===== config.mk =====
export PLATFORM = sky130hd
export DESIGN_NAME = obbu_back_flat
export DESIGN_NICKNAME = d
export VERILOG_FILES = /design/src/obbu_pkg.sv /design/src/obbu_if.sv /design/src/obbu_back.sv /design/src/flat_wrapper.sv
export SDC_FILE = /design/constraint.sdc
export NUM_CORES = 1
export LEC_CHECK = 0
export ABC_CLOCK_PERIOD_IN_PS = 5400
export BUFFER_PORTS_ARGS = -buffer_cell sky130_fd_sc_hd__buf_2
export CAP_MARGIN = 15
export CORE_MARGIN = 1
export CORE_UTILIZATION = 46
export DETAILED_ROUTE_END_ITERATION = 8
export PLACE_DENSITY = 0.68
export SLEW_MARGIN = 20
export SYNTH_ARGS = -nofsm -noshare
export SYNTH_HDL_FRONTEND = slang
export SYNTH_SLANG_ARGS = --single-unit

===== constraint.sdc =====
create_clock -name i_clk -period 5.4 [get_ports i_clk]
set_clock_uncertainty 0.05 [all_clocks]
set_input_delay 0.27 -clock i_clk [delete_from_list [all_inputs] [get_ports i_clk]]
set_output_delay 0.27 -clock i_clk [all_outputs]
set_load 0.02 [all_outputs]

===== src/obbu_pkg.sv =====
// Shared constants, request codes and types of the oriented box bounds union core.
package obbu_pkg;

    localparam int Axes       = 3;
    localparam int EntryW     = 16;
    localparam int PosW       = 32;
    localparam int SizeW      = 31;
    localparam int RowW       = 3 * EntryW;
    localparam int ProdW      = EntryW + SizeW;
    localparam int SumW       = ProdW + 2;
    localparam int HalfShift  = 15;
    localparam int HwW        = SumW - HalfShift;
    localparam int WideW      = HwW + 2;
    localparam int QueueDepth = 4;

    localparam logic [1:0] KindAdd       = 2'd0;
    localparam logic [1:0] KindAddFinish = 2'd1;
    localparam logic [1:0] KindFinish    = 2'd2;

    localparam logic [PosW-1:0] BoundMax = {1'b0, {(PosW-1){1'b1}}};
    localparam logic [PosW-1:0] BoundMin = {1'b1, {(PosW-1){1'b0}}};

    typedef logic [Axes-1:0][PosW-1:0] t_axis_vec;

    typedef struct packed {
        logic      add;
        logic      finish;
        t_axis_vec lo;
        t_axis_vec hi;
    } t_box_bounds;

    function automatic logic [PosW-1:0] sat_bound(input logic [WideW-1:0] v);
        logic [WideW-PosW:0] top;
        top = v[WideW-1:PosW-1];
        if (top == '0 || top == '1) begin
            return v[PosW-1:0];
        end
        return v[WideW-1] ? BoundMin : BoundMax;
    endfunction

endpackage


===== src/obbu_if.sv =====


interface obbu_rsp_if;
    logic        valid;
    logic        ready;
    logic signed [31:0] center_x;
    logic signed [31:0] center_y;
    logic signed [31:0] center_z;
    logic [31:0] extent_x;
    logic [31:0] extent_y;
    logic [31:0] extent_z;
    logic        is_empty;

    modport source (
        output valid, center_x, center_y, center_z, extent_x, extent_y, extent_z,
               is_empty,
        input  ready
    );
    modport sink (
        input  valid, center_x, center_y, center_z, extent_x, extent_y, extent_z,
               is_empty,
        output ready
    );
endinterface


===== src/obbu_back.sv =====
// Back end: merge bounds into running min/max, emit the union box on finish.
module obbu_back (
    input  logic                  i_clk,
    input  logic                  i_rst_n,
    input  logic                  i_valid,
    input  obbu_pkg::t_box_bounds i_entry,
    output logic                  o_pop,
    obbu_rsp_if.source            o_rsp
);

    localparam int Axes = obbu_pkg::Axes;
    localparam int PosW = obbu_pkg::PosW;
    localparam obbu_pkg::t_axis_vec IdleLo = {Axes{obbu_pkg::BoundMax}};
    localparam obbu_pkg::t_axis_vec IdleHi = {Axes{obbu_pkg::BoundMin}};

    obbu_pkg::t_axis_vec r_lo, n_lo;
    obbu_pkg::t_axis_vec r_hi, n_hi;
    logic                r_any, n_any;
    obbu_pkg::t_axis_vec r_res_lo, n_res_lo;
    obbu_pkg::t_axis_vec r_res_hi, n_res_hi;
    logic                r_res_empty, n_res_empty;
    logic                r_out_valid, n_out_valid;

    obbu_pkg::t_axis_vec m_lo;
    obbu_pkg::t_axis_vec m_hi;
    logic                m_any;
    obbu_pkg::t_axis_vec center;
    obbu_pkg::t_axis_vec extent;

    assign o_pop = i_valid && (!r_out_valid || o_rsp.ready);

    always_comb begin
        for (int a = 0; a < Axes; a++) begin
            m_lo[a] = (i_entry.add && ($signed(i_entry.lo[a]) < $signed(r_lo[a])))
                    ? i_entry.lo[a] : r_lo[a];
            m_hi[a] = (i_entry.add && ($signed(i_entry.hi[a]) > $signed(r_hi[a])))
                    ? i_entry.hi[a] : r_hi[a];
        end
        m_any = r_any || i_entry.add;
    end

    always_comb begin
        n_lo        = r_lo;
        n_hi        = r_hi;
        n_any       = r_any;
        n_res_lo    = r_res_lo;
        n_res_hi    = r_res_hi;
        n_res_empty = r_res_empty;
        n_out_valid = r_out_valid && !o_rsp.ready;
        if (o_pop) begin
            if (i_entry.finish) begin
                n_lo        = IdleLo;
                n_hi        = IdleHi;
                n_any       = 1'b0;
                n_res_lo    = m_lo;
                n_res_hi    = m_hi;
                n_res_empty = !m_any;
                n_out_valid = 1'b1;
            end else begin
                n_lo  = m_lo;
                n_hi  = m_hi;
                n_any = m_any;
            end
        end
    end

    always_ff @(posedge i_clk) begin
        if (!i_rst_n) begin
            r_lo        <= IdleLo;
            r_hi        <= IdleHi;
            r_any       <= 1'b0;
            r_out_valid <= 1'b0;
        end else begin
            r_lo        <= n_lo;
            r_hi        <= n_hi;
            r_any       <= n_any;
            r_out_valid <= n_out_valid;
        end
    end

    always_ff @(posedge i_clk) begin
        r_res_lo    <= n_res_lo;
        r_res_hi    <= n_res_hi;
        r_res_empty <= n_res_empty;
    end

    always_comb begin
        logic [PosW:0] sum;
        for (int a = 0; a < Axes; a++) begin
            sum = {r_res_lo[a][PosW-1], r_res_lo[a]} + {r_res_hi[a][PosW-1], r_res_hi[a]};
            center[a] = r_res_empty ? '0 : sum[PosW:1];
            extent[a] = r_res_empty ? '0 : PosW'(r_res_hi[a] - r_res_lo[a]);
        end
    end

    assign o_rsp.valid    = r_out_valid;
    assign o_rsp.center_x = center[0];
    assign o_rsp.center_y = center[1];
    assign o_rsp.center_z = center[2];
    assign o_rsp.extent_x = extent[0];
    assign o_rsp.extent_y = extent[1];
    assign o_rsp.extent_z = extent[2];
    assign o_rsp.is_empty = r_res_empty;

    a_clear_on_finish: assert property (@(posedge i_clk) disable iff (!i_rst_n)
        (o_pop && i_entry.finish) |=> (!r_any && r_out_valid))
        else $error("back: finish did not clear state or raise result");

    a_idle_bounds: assert property (@(posedge i_clk) disable iff (!i_rst_n)
        !r_any |-> (r_lo == IdleLo && r_hi == IdleHi))
        else $error("back: bounds moved with no box seen");

endmodule


===== src/flat_wrapper.sv =====
// flat-port wrapper written by rule: the top's interface ports become plain ports
module obbu_back_flat 
  (i_clk, i_rst_n, i_valid, i_entry, o_pop, o_rsp_valid, o_rsp_center_x, o_rsp_center_y, o_rsp_center_z, o_rsp_extent_x, o_rsp_extent_y, o_rsp_extent_z, o_rsp_is_empty, o_rsp_ready);
  obbu_rsp_if o_rsp_i ();
  input  logic i_clk;
  input  logic i_rst_n;
  input  logic i_valid;
  input  obbu_pkg::t_box_bounds i_entry;
  output logic o_pop;
  output wire logic [$bits(o_rsp_i.valid)-1:0] o_rsp_valid;
  output wire logic [$bits(o_rsp_i.center_x)-1:0] o_rsp_center_x;
  output wire logic [$bits(o_rsp_i.center_y)-1:0] o_rsp_center_y;
  output wire logic [$bits(o_rsp_i.center_z)-1:0] o_rsp_center_z;
  output wire logic [$bits(o_rsp_i.extent_x)-1:0] o_rsp_extent_x;
  output wire logic [$bits(o_rsp_i.extent_y)-1:0] o_rsp_extent_y;
  output wire logic [$bits(o_rsp_i.extent_z)-1:0] o_rsp_extent_z;
  output wire logic [$bits(o_rsp_i.is_empty)-1:0] o_rsp_is_empty;
  input wire logic [$bits(o_rsp_i.ready)-1:0] o_rsp_ready;
  assign o_rsp_valid = o_rsp_i.valid;
  assign o_rsp_center_x = o_rsp_i.center_x;
  assign o_rsp_center_y = o_rsp_i.center_y;
  assign o_rsp_center_z = o_rsp_i.center_z;
  assign o_rsp_extent_x = o_rsp_i.extent_x;
  assign o_rsp_extent_y = o_rsp_i.extent_y;
  assign o_rsp_extent_z = o_rsp_i.extent_z;
  assign o_rsp_is_empty = o_rsp_i.is_empty;
  assign o_rsp_i.ready = o_rsp_ready;
  obbu_back u_core (.i_clk(i_clk), .i_rst_n(i_rst_n), .i_valid(i_valid), .i_entry(i_entry), .o_pop(o_pop), .o_rsp(o_rsp_i));
endmodule

Word level (Yosys, flattened, before mapping). Cells that the tools add are included.

Flip-flop bits (word level): 387. Input bits: 198. Output and inout bits: 195. Word-level logic and storage cells: 58.

$add $sub $neg: 6. Magnitude comparators: 6. Mux-type cells: 17. Reductions and logical operators: 14.

Operators with widths (number): two-way mux 32 bit (12); two-way mux 96 bit (2); adder 32 x 32 -> 33 bit (3); greater-than comparator 32 bit (3); less-than comparator 32 bit (3); subtractor 32 bit (3); logical AND 1 bit (8); logical NOT 1 bit (3); two-way mux 1 bit (3); logical OR 1 bit (2); AND reduction 2 bit (1).

Longest topological paths before layout.
Word-level depth: 4. Gate-level depth with buffers: 15. Depth with buffers taken out: 14.

Worst setup path before layout. OpenSTA, ideal clock, no wires.

Kind: reg2reg. Start point: reg u_core.r_out_valid, in the netlist u_core.o_rsp.valid. End point: reg u_core.r_res_empty, in the netlist u_core.o_rsp.is_empty, enable pin. Setup time: 544 ps. Data arrival time: 4579 ps. Required time: 4806 ps. Setup slack: 227 ps. Cell stages (with the launch flop): 6. Path buffers: 0. Period minus slack after synthesis: 5173 ps. Cell sequence: dfxtp_1 -> nand2b_1 -> nand2_1 -> clkinv_1 -> nand2_1 -> inv_1.

Cells in the longest elaborated chain, start to end: 4.

Ends and longest elaborated chain: from (decl) (RTL line obbu_back.sv:22) `logic r_out_valid, n_out_valid;`; from (signal assigned) (RTL line obbu_back.sv:77) `r_out_valid <= n_out_valid;`; logical NOT 1 bit (RTL line obbu_back.sv:30) `assign o_pop = i_valid && (!r_out_valid || o_rsp.ready);`; logical OR 1 bit (RTL line obbu_back.sv:30); logical AND 1 bit (RTL line obbu_back.sv:30); AND reduction 2 bit (no line); to (signal assigned) (RTL line obbu_back.sv:84) `r_res_empty <= n_res_empty;`; to (decl) (RTL line obbu_back.sv:21) `logic r_res_empty, n_res_empty;`.

No other way between the ends. A chain may end at the register's enable or synchronous reset.

Final worst setup path.
Start point: reg u_core.r_res_hi[0] (netlist name). End point: out o_rsp_extent_x[30].

Cells in the longest elaborated chain, start to end: 2.

Ends and longest elaborated chain: from (decl) (RTL line obbu_back.sv:20) `obbu_pkg::t_axis_vec r_res_hi, n_res_hi;`; from (signal assigned) (RTL line obbu_back.sv:83) `r_res_hi <= n_res_hi;`; subtractor 32 bit (RTL line obbu_back.sv:92) `extent[a] = r_res_empty ? '0 : PosW'(r_res_hi[a] - r_res_lo[a]);`; two-way mux 32 bit (RTL line obbu_back.sv:92); to (decl) (RTL line flat_wrapper.sv:14) `output wire logic [$bits(o_rsp_i.extent_x)-1:0] o_rsp_extent_x;`.

No other way between the ends.

==> out/metrics.yaml <==
period_share: 0.914
max_cap_viol_count: 0
core_area_um2: 64300
max_slew.worst_pin.slew_ns: 1.05
critPathCaptureType: "output port"
critPathKind: "register to output port"
htree_levels: 2
tns_ns: 0
cp_num_cells: 15
syn_inst: 3399
slowest_delay_ns: 0.43
synth_cell_types: 83
antenna_found_initial: 16
drtIter0Drc: 1872
ir_worst_vdd_uv: 195
clkLatencyLatePin_ns: 0.59
fp-row-count: 93
clockBufferDepth: 3
start_util: 0.465
vias: 26300
synth_area_um2: 29900
ys.flop_type: "dfxtp_1"
met3_usage: 0.0397
crit_fanout: 4
grt_pass1_wl_um: 137000
grt.busiest_layer: "met2"
synth_edf_count: 193
hold_depth: 3
powerDensity_nw_per_um2: 254
crit_arrival_ns: 4.62
numCtsBuffers: 46
slew_headroom: 0.302
fmax_mhz: 203
dieArea_um2: 66000
synth.avg_cell_area_um2: 8.80
rsz0062_at_grt: "false"
grt_pass1_vias: 25200
setup_ws_ns: 0.463
clkTransAtPathRegs_ns: 0.06
critPathLaunchType: "register"
place_ws_ns: 1.19
areaGrowthSynthToFinish_pct: 20.6
hold_path_class: "input pin to register"
critPathSlowestCell: "fa_1"
dpl.cell_count: 4507
routed_via_density: 5.49
grt_max_degree: 193
drive_gt1_frac: 0.166
async_flop_share: 0
maxSlewViolCount: 0
synth-seq-cells: 387
finalHoldViolCount: 0
routed_wl_um: 88400
final_common_cell: "buf_2"
cts_resized: 0
mostFrequentLayoutCells: "buf_2 (392), inv_1 (383), ha_1 (378)"
wl_per_cell_um: 18.5
final_cells: 4789
grt.met2_usage: 0.429
overflow: 0
period_minus_slack_ns: 4.94
place.gp.congestion: 0.956
n_fill_cell: 5821
drtAntennaViolNets: 0
clkSinkCount: 387
hpwl_um: 65700
status: "finished clean"
cts_tree: "built"
crit_chain: "inv_1 > ha_1 > inv_1 > fa_1 > a211oi_2 > o211ai_1 > a41oi_1 > o21ai_1 > a21oi_1 > o31ai_1 > and4_1 > a2111oi_2 > a21oi_1 > mux2i_1 > buf_2"
total_power_mw: 9.17
ff2ff_path_depth: 12
grt_usage: 0.259
final_nets: 4465
portBuffers: 392
path_buf_inv: 3
die_h_um: 257
worst_path_dominant_cell_family: "compound AO/OA/AOI/OAI gates"
syn-num-nets: 3981
cp_data_required_time_ns: 5.08
ys_seq_area_frac: 0.324
drc: 0
use_met1: 0.345
ys_warn_count: 0
p_leak_nw: 16.9
drtPass1Iterations: 7
ios: 393
die_w_um: 257
finalSetupViolations: 0
cts_root_buf: "clkbuf_16"
[logic make-up after synthesis]
group | Yosys count | synth area share
multiplexers | 204 | 0.0738
XOR/XNOR | 146 | 0.0428
AO/OA/AOI/OAI | 848 | 0.189
AND/OR/NAND/NOR | 880 | 0.139
adder cells (fa/ha/maj) | 384 | 0.162
buffers and inverters | 550 | 0.0701
flip-flops | 387 | 0.324
[path summary, 6_finish.rpt]
check	startpoint	end	slack, ns
min reg2reg	u_core.r_hi[54]$_SDFFE_PN0P_	u_core.r_hi[54]$_SDFFE_PN0P_	0.43
min	i_entry[1]	u_core.r_res_hi[1]$_DFFE_PP_	0.04
max	u_core.r_res_hi[0]$_DFFE_PP_	o_rsp_extent_x[30]	0.46
max reg2reg	u_core.r_lo[5]$_SDFFE_PN1P_	u_core.r_res_lo[7]$_DFFE_PP_	1.36
[cell usage after synthesis, types with 7 or more instances]
master	number	area, um2
nor3b_1	7	52.6
xnor2_1	122	1070
buf_1	19	71.3
o21bai_1	46	345
mux2i_1	73	731
nand3_1	39	195
mux2_1	18	203
or2_2	9	56.3
dfxtp_1	194	3880
mux2_2	113	1270
nor2_1	325	1220
xor2_1	24	210
o31a_1	8	70.1
and2_1	7	43.8
a21o_1	94	706
o21ai_0	145	726
nor4_1	14	87.6
clkbuf_1	122	458
and4_1	35	307
or3_1	18	113
a21boi_0	7	52.6
nand2_1	233	875
nand2b_1	30	188
nor3_1	42	210
edfxtp_1	193	5800
a221oi_1	8	70.1
nand4_1	50	313
o22ai_1	7	43.8
o211ai_1	40	300
o21ai_1	16	80.1
ha_1	378	4730
nor2b_1	32	200
a31oi_1	24	150
o21a_1	42	315
o31ai_1	17	128
and3_1	16	100
a22o_1	63	552
o2111ai_1	9	78.8
inv_1	384	1440
or4_1	10	75.1
a21oi_1	233	1170
buf_2	19	95.1
a211oi_1	16	120
[sequential cells by signal (all words and copies together) (netlist names)]
name and count:
u_core.r_res_lo 96, u_core.r_lo 96, u_core.r_any 1, u_core.o_rsp.valid 1
u_core.r_hi 96, u_core.r_res_hi 96, u_core.o_rsp.is_empty 1
[worst min-delay path, cell delays in order]
cell     delay [ns]
buf_2          0.12
nand2_1        0.05
o21ai_0        0.10
[cell type report]
class	instances	area, um2	share of cell area
Antenna cell	13	32.5	0.000902
Clock buffer	59	1330	0.0368
Clock inverter	27	322	0.00892
Inverter	389	1470	0.0407
Multi-Input combinational cell	2462	18200	0.504
Sequential cell	387	9680	0.268
Tap cell	855	1070	0.0297
Timing Repair Buffer	597	3980	0.111
[what timing repair did]
item	4_1_cts	5_1_grt
hold buffers	183	0
endpoints found under the hold margin	317	0
setup buffers	0	0
[through the flow]
step,area (um2),util,hold slack (ns)
floorplan,29900,-,0.345
CTS,36000,0.560,0.00726
global route,36000,0.560,0.0342
detailed placement,32500,0.506,0.404
finish,36100,0.560,0.0394
global placement,32500,0.506,0.406
[power by group]
part	switching [mW]	total [mW]	internal [mW]	leakage (nW)
Sequential	0.0809	3.32	3.24	3.31
Combinational	1.49	2.47	0.977	12.8
Clock	1.31	3.38	2.07	0.802
[layer usage]
layer  vias to the layer above  share of wire
li1                      13000              -
met1                     12300           0.45
met2                       796           0.47
met3                       154          0.057
met4                        10          0.029
met5                         -        0.00076
Note: power is estimated with default switching activity, not from simulation.
