<file path="config.mk">
export PLATFORM = sky130hd
export DESIGN_NAME = obbu_queue
export DESIGN_NICKNAME = d
export VERILOG_FILES = /design/src/obbu_pkg.sv /design/src/obbu_queue.sv
export SDC_FILE = /design/constraint.sdc
export NUM_CORES = 1
export LEC_CHECK = 0
export BUFFER_PORTS_ARGS = -buffer_cell sky130_fd_sc_hd__buf_2
export CAP_MARGIN = 20
export CORE_MARGIN = 5
export CORE_UTILIZATION = 58
export DETAILED_ROUTE_END_ITERATION = 8
export GPL_TIMING_DRIVEN = 1
export HOLD_SLACK_MARGIN = 0.15
export PLACE_DENSITY_LB_ADDON = 0.08
export REMOVE_ABC_BUFFERS = 1
export SETUP_SLACK_MARGIN = 0.02
export SYNTH_ARGS = -nofsm -noshare
export SYNTH_HDL_FRONTEND = slang
export SYNTH_SLANG_ARGS = --single-unit
</file>
<file path="constraint.sdc">
create_clock -name i_clk -period 10.45 [get_ports i_clk]
set_clock_uncertainty 0.1 [all_clocks]
set_input_delay 1.045 -clock i_clk [delete_from_list [all_inputs] [get_ports i_clk]]
set_output_delay 1.045 -clock i_clk [all_outputs]
set_load 0.01 [all_outputs]
</file>
<file path="src/obbu_pkg.sv">
// Shared constants, request codes and types of the oriented box bounds union core.
package obbu_pkg;

    localparam int Axes       = 3;
    localparam int EntryW     = 16;
    localparam int PosW       = 32;
    localparam int SizeW      = 31;
    localparam int RowW       = 3 * EntryW;
    localparam int ProdW      = EntryW + SizeW;
    localparam int SumW       = ProdW + 2;
    localparam int HalfShift  = 15;
    localparam int HwW        = SumW - HalfShift;
    localparam int WideW      = HwW + 2;
    localparam int QueueDepth = 4;

    localparam logic [1:0] KindAdd       = 2'd0;
    localparam logic [1:0] KindAddFinish = 2'd1;
    localparam logic [1:0] KindFinish    = 2'd2;

    localparam logic [PosW-1:0] BoundMax = {1'b0, {(PosW-1){1'b1}}};
    localparam logic [PosW-1:0] BoundMin = {1'b1, {(PosW-1){1'b0}}};

    typedef logic [Axes-1:0][PosW-1:0] t_axis_vec;

    typedef struct packed {
        logic      add;
        logic      finish;
        t_axis_vec lo;
        t_axis_vec hi;
    } t_box_bounds;

    function automatic logic [PosW-1:0] sat_bound(input logic [WideW-1:0] v);
        logic [WideW-PosW:0] top;
        top = v[WideW-1:PosW-1];
        if (top == '0 || top == '1) begin
            return v[PosW-1:0];
        end
        return v[WideW-1] ? BoundMin : BoundMax;
    endfunction

endpackage

</file>
<file path="src/obbu_queue.sv">
// Short queue of box bounds between the front pipeline and the accumulator.
module obbu_queue #(
    parameter int DEPTH = obbu_pkg::QueueDepth
) (
    input  logic                  i_clk,
    input  logic                  i_rst_n,
    input  logic                  i_push,
    input  obbu_pkg::t_box_bounds i_entry,
    output logic                  o_full,
    output logic                  o_valid,
    output obbu_pkg::t_box_bounds o_entry,
    input  logic                  i_pop
);

    localparam int PtrW = (DEPTH > 1) ? $clog2(DEPTH) : 1;
    localparam int CntW = $clog2(DEPTH + 1);

    obbu_pkg::t_box_bounds r_mem [DEPTH];
    logic [PtrW-1:0] r_wr_ptr, n_wr_ptr;
    logic [PtrW-1:0] r_rd_ptr, n_rd_ptr;
    logic [CntW-1:0] r_count, n_count;

    function automatic logic [PtrW-1:0] ptr_next(input logic [PtrW-1:0] p);
        return (p == PtrW'(DEPTH - 1)) ? '0 : PtrW'(p + 1'b1);
    endfunction

    assign o_full  = (r_count == CntW'(DEPTH));
    assign o_valid = (r_count != '0);
    assign o_entry = r_mem[r_rd_ptr];

    always_comb begin
        n_wr_ptr = i_push ? ptr_next(r_wr_ptr) : r_wr_ptr;
        n_rd_ptr = i_pop ? ptr_next(r_rd_ptr) : r_rd_ptr;
        n_count  = r_count;
        if (i_push && !i_pop) begin
            n_count = CntW'(r_count + 1'b1);
        end else if (!i_push && i_pop) begin
            n_count = CntW'(r_count - 1'b1);
        end
    end

    always_ff @(posedge i_clk) begin
        if (!i_rst_n) begin
            r_wr_ptr <= '0;
            r_rd_ptr <= '0;
            r_count  <= '0;
        end else begin
            r_wr_ptr <= n_wr_ptr;
            r_rd_ptr <= n_rd_ptr;
            r_count  <= n_count;
        end
    end

    always_ff @(posedge i_clk) begin
        if (i_push) begin
            r_mem[r_wr_ptr] <= i_entry;
        end
    end

    a_count_range: assert property (@(posedge i_clk) disable iff (!i_rst_n)
        r_count <= CntW'(DEPTH))
        else $error("queue: count beyond depth");

    a_empty_ptrs: assert property (@(posedge i_clk) disable iff (!i_rst_n)
        (r_count == '0) |-> (r_wr_ptr == r_rd_ptr))
        else $error("queue: pointers differ while empty");

endmodule

</file>
After elaboration in Yosys (flattened, before gate mapping). Memory sizes are Yosys's and may differ from the RTL's. A register that Yosys moved wholly into a read port is not among the register bits. Cells that the tools add are included.

Bits of input ports: 198. Register bits after elaboration: 7. Bits in writable memories: 776. Memories kept: 1. Output and inout port bits: 196. Logic and storage cells: 25.

Muxes and demuxes: 8. Reduce and logical (&&, ||, !) cells: 6. Equality and inequality tests: 3. Add/sub/neg operators: 4.

Memory list: r_mem (words 4, bits a word 194, read ports 1, clocked after Yosys merged registers in 1, wr ports 1, RTL line obbu_queue.sv:18) `obbu_pkg::t_box_bounds r_mem [DEPTH];`.

Operators with widths (count): 2-to-1 mux 2 bit (4); 2-to-1 mux 3 bit (2); adder 2 x 1 -> 2 bit, second input constant (2); == test 2 bit, second input constant (2); adder 3 x 1 -> 3 bit, second input constant (1); == test 3 bit, second input constant (1); nonzero test 3 bit (1); subtractor 3 x 1 -> 3 bit, second input constant (1); logical AND 1 bit (2); logical NOT 1 bit (2); 2-to-1 mux 1 bit (2); nonzero test 2 bit (1).

Depth between registers and ports, before layout. Gate-level depths: netlist (run 1).

Depth after elaboration: 4. Mapped depth: 7. Gate-level depth less buffers: 7.

Worst setup path after synthesis (run 1). Ideal clock, no wire load.

Kind: input to register. Start: input i_push. End: memory r_mem[0][0] (netlist bit), enable pin. Setup slack: 4324 ps. Required time: 9773 ps. Stages: 1. Data arrival time: 5449 ps. Buffers on the path: 0. Path through: and2_1.

Longest elaborated chain between the ends: 2.

RTL lines: start: declaration (RTL line obbu_queue.sv:7) `input logic i_push,`; 2-to-1 mux 1 bit (RTL line obbu_queue.sv:55) `if (i_push) begin`; 2-to-1 mux 1 bit (implied by the code) (RTL line obbu_queue.sv:56) `r_mem[r_wr_ptr] <= i_entry;`; end: declaration (RTL line obbu_queue.sv:18).

No other way between the ends.

==> results.toml, run 1 <==
[outcome]
status = "finished, final reports clean"

[setup_path]
endpoint = "o_entry[12]"
r2r_end = "r_mem[3][132]"
cp.arrival_ps = 3660
crit_family = "buffers and inverters"
reg2reg_from = "r_wr_ptr[0]"
path_depth = 4
r2r_slack_ps = 7250
crit_path_end_kind = "output port"
crit_type = "reg2out"
slowest_stage = "buf_4"
worst_ep_required_time_ps = 9310
slowest_delay_ps = 820
cpMostUsedCell = "buf_4"
r2r.worst_path.cells = 4
crit_buf_inv = 3
crit_path_max_fanout = 48
critPathLaunchType = "register"
path_cells = "buf_4, buf_4, mux4_2, buf_2"

[yosys]
synth-xor-area-share = 0.000615
synth_compound_gate_area_share = 0.000703
yosys_register_bits = 785
synth_top_family_by_area = "multiplexers"
yosys_warnings = 0
synth_top_area_cell = "edfxtp_1"
synth_cells = 1058
synth.area.top_cells = "edfxtp_1, mux4_2, buf_6, dfxtp_1, buf_2"
synthMuxAreaShare = 0.155
ys_seq_area_frac = 0.825
synthAdderAreaFrac = 0.00334
synth_area_mm2 = 0.0285
yosysTopAreaCellShare = 0.819
yosysUniqueCellTypes = 21
syn_area_per_cell_um2 = 26.9
synth_edf_count = 776
yosys.area_share.simple = 0.00321
ys_async_sr_fraction = 0
synth_ff_type = "edfxtp_1"

[route]
drc = 0
drt-initial-drc-count = 747
drt-total-wl_um = 55800
routed_via_density = 5.63
ant_nets = 0
vias = 12600
drtPass1Iterations = 4
routedWlPerCell_um = 24.9

[floorplan]
core-area_mm2 = 0.0487
pin_count = 394
num_rows = 81
start_util = 0.584
die-area_mm2 = 0.0536
die_h_um = 232
die_w_um = 232

[sta]
worstMarginPinSlew_ps = 1030
tns_ps = 0
slew_violations = 0
hold_violations = 0
worst_slack_ps = 5640
finalCritPeriodShare = 0.460
rsz0062_at_grt = "no"
relSlewSlack = 0.312
finalCriticalPeriod_ps = 4810
fmax_ghz = 0.208
setup_violations = 0

[finish]
drive_gt1_frac = 0.458
final_cells = 2240
syn_to_final_growth_pct = 17.7
layout_common_cells = "edfxtp_1, buf_2, mux4_2"
fill_cells = 3009
layout_commonest_cell = "edfxtp_1"
nets = 1710

[pwr]
pwr-share-seq = 0.535
power.switching_mw = 1.46
pwr-share-comb = 0.083
power.internal_mw = 5.36
clkPwrFrac = 0.382
vdd_drop_max_mv = 0.155
cellLeakagePower_nw = 11.2
powerDensity_mw_per_mm2 = 203
p_sw_frac = 0.214

[placed_design]
dp_cells = 2088
io_buffers = 393
globalplace.congestion = 0.778
hpwlAfterDp_um = 33800
pre_cts_slack_ps = 6090

[global_route]
grt.overflow.total = 0
grt_start_max_net_pins = 152
antenna_found_initial = 25
grtUsageTotal = 0.208
grt_pass1_vias = 13200
grt_pass1_wl_um = 82800

[cts]
cts_resized = 0
cts_hold_buf = 0
h-tree-depth = 3
cts_max_path_buffers = 3
worstSkewPairLatency_ps = 610
clock-root-buffer = "clkbuf_16"
numCtsBuffers = 78
cts_tree = "built"
clk_pin_slew_ps = 60
cts_num_sinks = 785
cts_setup_buffers = 0

[job]
maxCapViolCount = 0

[min_path]
hold_path.class = "reg2reg"
==> power by group through the flow <==
stage	Clock, mW	Sequential (mW)	Combinational [mW]
floorplan	0	3.76	0.329
global placement	0	3.71	0.574
detailed placement	0	3.72	0.579
CTS	2.67	3.65	0.581
global route	2.81	3.66	0.610
finish	2.60	3.65	0.567
==> metal layers <==
layer | routed length (um) | vias up | global-route usage
met1 | 21700 | 6592 | 0.280
li1 | - | 5512 | -
met5 | 172 | - | 0
met4 | 1760 | 30 | 0.0702
met2 | 27900 | 358 | 0.327
met3 | 4350 | 127 | 0.0735
==> metrics by stage <==
stage,hold WS (ps),utilization,instance area (um2),total power [mW]
after global routing,424,0.687,33500,7.08
after floorplan,367,-,28100,4.09
final,396,0.688,33500,6.82
after CTS,402,0.687,33500,6.90
after detailed placement,396,0.638,31100,4.30
after global placement,389,0.638,31100,4.28
==> tightest hold or removal path: stages, from the launching register on <==
cell and delay [ps]:
dfxtp_1 320, o21ai_0 60, a21boi_0 70
==> state kept, by name (all words and copies together) (netlist names), named ones only <==
| signal | cells |
|---|---|
| r_mem | 776 |
| r_count | 3 |
| r_rd_ptr | 2 |
| r_wr_ptr | 2 |
==> kinds of logic (layout without fill, tap and decap cells) <==
family                     Yosys count  after routing
and+or+nand+nor                     15             15
DFF                                785            785
adders and majority gates            7              7
xor gates and xnor gates             2              2
buffers and inverters               48            557
muxes                              198            198
AOI/OAI and AO/OA                    3              3
other                                0              9
==> worst min path at each step <==
| stage | from | slack [ps] | cells past startpoint | to |
|---|---|---|---|---|
| detailed placement | r_count[2] | 400 | 2 | r_count[2] |
| floorplan | r_count[2] | 370 | 2 | r_count[2] |
| global placement | r_count[2] | 390 | 2 | r_count[2] |
| global route | r_count[2] | 420 | 2 | r_count[2] |
| finish | r_count[2] | 400 | 2 | r_count[2] |
| CTS | r_count[2] | 400 | 2 | r_count[2] |
==> cell type report <==
| class | instances | area, um2 | share of cell area |
|---|---|---|---|
| repair buffers | 411 | 2130 | 0.0637 |
| clock inverters | 40 | 308 | 0.00918 |
| inverters | 4 | 15.0 | 0.000448 |
| multi-input cells | 225 | 4640 | 0.139 |
| clock buffers | 102 | 2070 | 0.0619 |
| flip-flops and latches | 785 | 23500 | 0.701 |
| well taps | 664 | 831 | 0.0248 |
| diodes | 9 | 22.5 | 0.000672 |
==> synthesized netlist by cell type (2+ instances only) <==
cell type	number
nor2b_1	5
clkbuf_1	4
mux2i_1	4
buf_2	21
inv_1	4
mux4_2	194
edfxtp_1	776
and2_1	5
ha_1	6
or3_1	2
buf_6	19
dfxtp_1	9
No activity file was read; power rests on OpenSTA's default activity.
==> inputs of run 2 (changes only) <==
--- a/config.mk
+++ b/config.mk
@@ -5,10 +5,11 @@
 export SDC_FILE = /design/constraint.sdc
 export NUM_CORES = 1
 export LEC_CHECK = 0
+export ABC_AREA = 1
 export BUFFER_PORTS_ARGS = -buffer_cell sky130_fd_sc_hd__buf_2
 export CAP_MARGIN = 20
 export CORE_MARGIN = 5
-export CORE_UTILIZATION = 58
+export CORE_UTILIZATION = 57
 export DETAILED_ROUTE_END_ITERATION = 8
 export GPL_TIMING_DRIVEN = 1
 export HOLD_SLACK_MARGIN = 0.15
==> constraint.sdc (replaced) <==
create_clock -name i_clk -period 4.49 [get_ports i_clk]
set_clock_uncertainty 0.1 [all_clocks]
set_input_delay 0.449 -clock i_clk [delete_from_list [all_inputs] [get_ports i_clk]]
set_output_delay 0.449 -clock i_clk [all_outputs]
set_load 0.01 [all_outputs]
==> run 2 against run 1 <==
Net effect: synthesized cell count rose by 83%; register-to-register slack got worse by 5200 ps; via count grew 46%; worst setup slack worse by 4800 ps; sequential power rose by 130%; power grew 140%; design area increased by 7.5%; first-iteration DRC count rose by 110%; worst hold slack improved by 42 ps; die area up 3.4%; sequential share of layout area down 4.9 points; cell count grew 45%; critical endpoint is now o_entry[39]; largest power group unchanged.
==> results.toml, run 2 <==
[outcome]
status = "finished, final reports clean"

[yosys]
yosys_warnings = 0
synth_cells = 1935
synth_top_area_cell = "edfxtp_1"
yosys_register_bits = 785
yosysUniqueCellTypes = 21
ys_async_sr_fraction = 0
synth_edf_count = 776
ys_seq_area_frac = 0.811
yosysTopAreaCellShare = 0.804
synthTopCellsByCount = "edfxtp_1, nor2_1, o21ai_0, o22ai_1, buf_2"
synth_ff_type = "edfxtp_1"
synth_area_mm2 = 0.0290
syn_area_per_cell_um2 = 15.0
synth.area.top_cells = "edfxtp_1, o21ai_0, nor2_1, o22ai_1, buf_2"
synth_most_common_cell = "edfxtp_1"

[finish]
seqCellArea_mm2 = 0.0235
syn_to_final_growth_pct = 24.3
largest_reg_flops = 776
multi_input_area_mm2 = 0.00484
layout_common_cells = "edfxtp_1, nor2_1, buf_2"
nets = 2705
fin_util = 0.718
top_register = "r_mem"
drive_gt1_frac = 0.206
fill_cells = 3245
fin_area_mm2 = 0.0360
reg_top3 = "r_mem: 776 flops, r_count: 3 flops"
layout_commonest_cell = "edfxtp_1"

[cts]
worstSkewPairLatency_ps = 600
cts_num_sinks = 785
clock-root-buffer = "clkbuf_16"
cts_resized = 0
h-tree-depth = 3
cts_max_path_buffers = 3
numCtsBuffers = 76
cts_tree = "built"
clk_pin_slew_ps = 60

[route]
ant_nets = 0
maxUsedRoutingLayer = "met5"
dr_wl_met3_um = 5230
routed_via_density = 5.70
drc = 0
drt-initial-drc-count = 1570
drtPass1Iterations = 5
routed-wl-met2_um = 34200
vias = 18500
drt-total-wl_um = 70000
met1_length_um = 28400
routedWlPerCell_um = 21.6

[floorplan]
pin_count = 394
core-area_mm2 = 0.0502
start_util = 0.577
die_h_um = 235
die_w_um = 235
die-area_mm2 = 0.0554
num_rows = 82

[setup_path]
crit_type = "reg2out"
crit_path_max_fanout = 74
worst_ep_required_time_ps = 3940
crit_path_end_kind = "output port"
critPathLaunchType = "register"
cp.arrival_ps = 3080

[placed_design]
place_area_mm2 = 0.0315
globalplace.congestion = 0.782
io_buffers = 393
hpwlAfterDp_um = 37700

[pwr]
power_mw = 16.6
vdd_drop_max_mv = 0.407
powerDensity_mw_per_mm2 = 461
cellLeakagePower_nw = 12.7

[job]
maxCapViolCount = 0

[global_route]
grt.overflow.total = 0
grt_pass1_vias = 18300
grtUsageTotal = 0.243
antenna_found_initial = 8
grt_start_max_net_pins = 240
grt_pass1_wl_um = 106000

[sta]
finalCriticalPeriod_ps = 3630
slew_violations = 0
fmax_ghz = 0.276
relSlewSlack = 0.212
finalCritPeriodShare = 0.808
worstMarginPinSlew_ps = 1180
hold_violations = 0
rsz0062_at_grt = "no"
setup_violations = 0
hold_slack_ps = 437

[min_path]
hold_path.class = "reg2reg"
[run 2: worst paths after layout]
check | startpoint | to | slack [ps] | cells after the start
max | register | o_entry[39] | 860 | 4
min | r_rd_ptr[1] | register | 440 | 2
max reg2reg | r_wr_ptr[0] | r_mem[2][8] | 2090 | 5
min reg2reg | r_rd_ptr[1] | register | 440 | 2
[run 2: critical path, cell delays in order (launching register included)]
cell and delay [ps]:
dfxtp_4 930, buf_4 800, o21ai_0 270, o22ai_1 260
buf_2 180
[run 2: repair_timing]
item / in CTS / in global routing
endpoints found under the setup margin: 0 / 0
setup buffers: 0 / 0
hold endpoints to repair: 785 / 0
hold buffers: 197 / 0
[run 2: metal layers]
| metal | track usage | up-vias |
|---|---|---|
| li1 | - | 8478 |
| met1 | 0.334 | 9169 |
| met2 | 0.391 | 705 |
| met3 | 0.0565 | 124 |
| met4 | 0.0818 | 2 |
| met5 | 0 | - |
[run 2: logic make-up after synthesis]
group / count (synthesis) / share of synthesized area
buffers and inverters: 143 / 0.0225
AND/OR/NAND/NOR: 411 / 0.0535
flip-flops: 785 / 0.811
XOR/XNOR: 1 / 0.000302
adder cells (fa/ha/maj): 7 / 0.00328
AO/OA/AOI/OAI: 588 / 0.110
[run 2: final cells by class]
type / instances / area share
diodes: 9 / 0.000625
clock buffers: 97 / 0.0570
clock inverters: 40 / 0.0128
inverters: 16 / 0.00306
multi-input cells: 1007 / 0.134
flip-flops and latches: 785 / 0.652
well taps: 672 / 0.0233
repair buffers: 614 / 0.117
[run 2: through the flow]
| step | instances | worst slack (ps) | setup TNS [ps] |
|---|---|---|---|
| 2_1_floorplan | 1808 | -6830 | -1677190 |
| 3_3_place_gp | 2897 | 1500 | 0 |
| 3_5_place_dp | 2897 | 1470 | 0 |
| 4_1_cts | 3231 | 795 | 0 |
| 5_1_grt | 3238 | 679 | 0 |
| 6_report | 3240 | 861 | 0 |
[run 2: power by group]
group / switching [mW] / internal [mW]
Sequential: 0.0862 / 8.38
Combinational: 1.10 / 0.597
Clock: 2.58 / 3.86
Total: 3.76 / 12.8
==> inputs of run 3 (changes only) <==
==> constraint.sdc (replaced) <==
create_clock -name i_clk -period 3.8 [get_ports i_clk]
set_clock_uncertainty 0.1 [all_clocks]
set_input_delay 0.38 -clock i_clk [delete_from_list [all_inputs] [get_ports i_clk]]
set_output_delay 0.38 -clock i_clk [all_outputs]
set_load 0.01 [all_outputs]
==> run 3 against run 2 <==
Net effect: utilization shrank 0.12 points; cell count up 0.15%; die area is the same; global-route usage shrank 0.24 points; worst hold slack lost 2.6 ps; flip-flop and latch count unchanged; largest cell class unchanged; power up 15%; via count about the same; clock power grew 9.0%.
==> results.toml, run 3 (synthesized netlist as in run 2, its figures left out) <==
[route]
routedWlPerCell_um = 21.3
drt-total-wl_um = 69000
ant_nets = 0
vias = 18500
drtPass1Iterations = 5
routed_via_density = 5.69
drt-initial-drc-count = 1624
drc = 0

[floorplan]
start_util = 0.577
pin_count = 394
num_rows = 82
core-area_mm2 = 0.0502
die-area_mm2 = 0.0554
die_w_um = 235
die_h_um = 235

[pwr]
vdd_drop_max_mv = 0.391
p_sw_frac = 0.230
power_mw = 19.0
cellLeakagePower_nw = 12.6
pwr-share-comb = 0.106
power.internal_mw = 14.7
pwr-share-seq = 0.525
clkPwrFrac = 0.368
power.switching_mw = 4.38
powerDensity_mw_per_mm2 = 529

[cts]
cts_hold_buf = 197
clock-root-buffer = "clkbuf_16"
worstSkewPairLatency_ps = 590
clk_pin_slew_ps = 60
cts_max_path_buffers = 3
cts_tree = "built"
cts_resized = 0
h-tree-depth = 3
cts_num_sinks = 785
cts_setup_buffers = 0
numCtsBuffers = 76

[sta]
worstMarginPinSlew_ps = 885
finalCriticalPeriod_ps = 3260
finalCritPeriodShare = 0.858
setup_violations = 0
hold_slack_ps = 435
relSlewSlack = 0.410
slew_violations = 0
rsz0062_at_grt = "no"
fmax_ghz = 0.307
hold_violations = 0

[min_path]
hold_path.class = "in2reg"
hold_path_startpoint = "i_entry[29]"

[setup_path]
slowest_delay_ps = 750
worst_ep_required_time_ps = 3320
reg2reg_from = "r_wr_ptr[0]"
cp.arrival_ps = 2780
crit_path_max_fanout = 145
crit_type = "reg2out"
crit_path_end_kind = "output port"
crit_buf_inv = 2
crit_family = "buffers and inverters"
path_cells = "buf_12, o21ai_0, o22ai_1, buf_2"
slowest_stage = "dfxtp_4"
critPathLaunchType = "register"

[outcome]
status = "finished, final reports clean"

[global_route]
antenna_found_initial = 10
grt_pass1_wl_um = 105000
grt.overflow.total = 0
grt_start_max_net_pins = 207
grtUsageTotal = 0.240
grt_pass1_vias = 18000

[finish]
largest_reg_flops = 776
reg_top3 = "r_mem: 776 flops, r_count: 3 flops"
nets = 2712
layout_common_cells = "edfxtp_1, nor2_1, buf_2"
fill_cells = 3270
layout_commonest_cell = "edfxtp_1"
seqCellArea_mm2 = 0.0235
fin_area_mm2 = 0.0360
syn_to_final_growth_pct = 24.1
multi_input_area_mm2 = 0.00484
top_register = "r_mem"
drive_gt1_frac = 0.208

[placed_design]
hpwlAfterDp_um = 38300
place_area_mm2 = 0.0316
globalplace.congestion = 0.797
io_buffers = 393

[job]
maxCapViolCount = 0
## run 3: cell type report
class / count / share of cell area
Tap cell: 672 / 0.0234
Antenna cell: 11 / 0.000765
Multi-Input combinational cell: 1007 / 0.135
Inverter: 16 / 0.00299
Sequential cell: 785 / 0.653
Timing Repair Buffer: 621 / 0.121
Clock buffer: 101 / 0.0599
Clock inverter: 32 / 0.00477
## run 3: path summary, 6_finish.rpt
| kind | endpoint | depth (start not counted) | slack (ps) |
|---|---|---|---|
| setup reg to reg | r_mem[3][96] | 4 | 1570 |
| hold reg to reg | register | 2 | 440 |
| hold / removal | r_mem[3][29] | 2 | 430 |
| setup / recovery | o_entry[179] | 4 | 540 |
## run 3: stage by stage
| step | util | TNS [ps] | std cells | worst slack [ps] |
|---|---|---|---|---|
| floorplan | - | -2333110 | 1808 | -7450 |
| global placement | 0.631 | 0 | 2904 | 1170 |
| detailed placement | 0.631 | 0 | 2904 | 1160 |
| CTS | 0.716 | 0 | 3234 | 513 |
| global route | 0.717 | 0 | 3240 | 315 |
| finish | 0.717 | 0 | 3245 | 540 |
## run 3: worst reg2reg max path: stages (launching register included)
cell and delay (ps):
dfxtp_1 420, ha_1 220, nand2_1 140, inv_8 500, buf_4 510
## run 3: power by group through the flow
stage / sequential [mW] / combinational [mW] / clock (mW)
after floorplan: 10.3 / 0.890 / 0
after global placement: 10.2 / 1.82 / 0
after detailed placement: 10.2 / 1.85 / 0
after CTS: 10.0 / 2.04 / 7.15
after global routing: 10.0 / 2.20 / 7.53
final: 10.0 / 2.02 / 7.02
## run 3: metal layers
layer  global-route usage  share of wire  vias up
li1                     -              -     8507
met1                0.328           0.40     9158
met2                0.381           0.48      656
met3               0.0589          0.077      147
met4               0.0945          0.037        2
met5                    0        0.00016        -
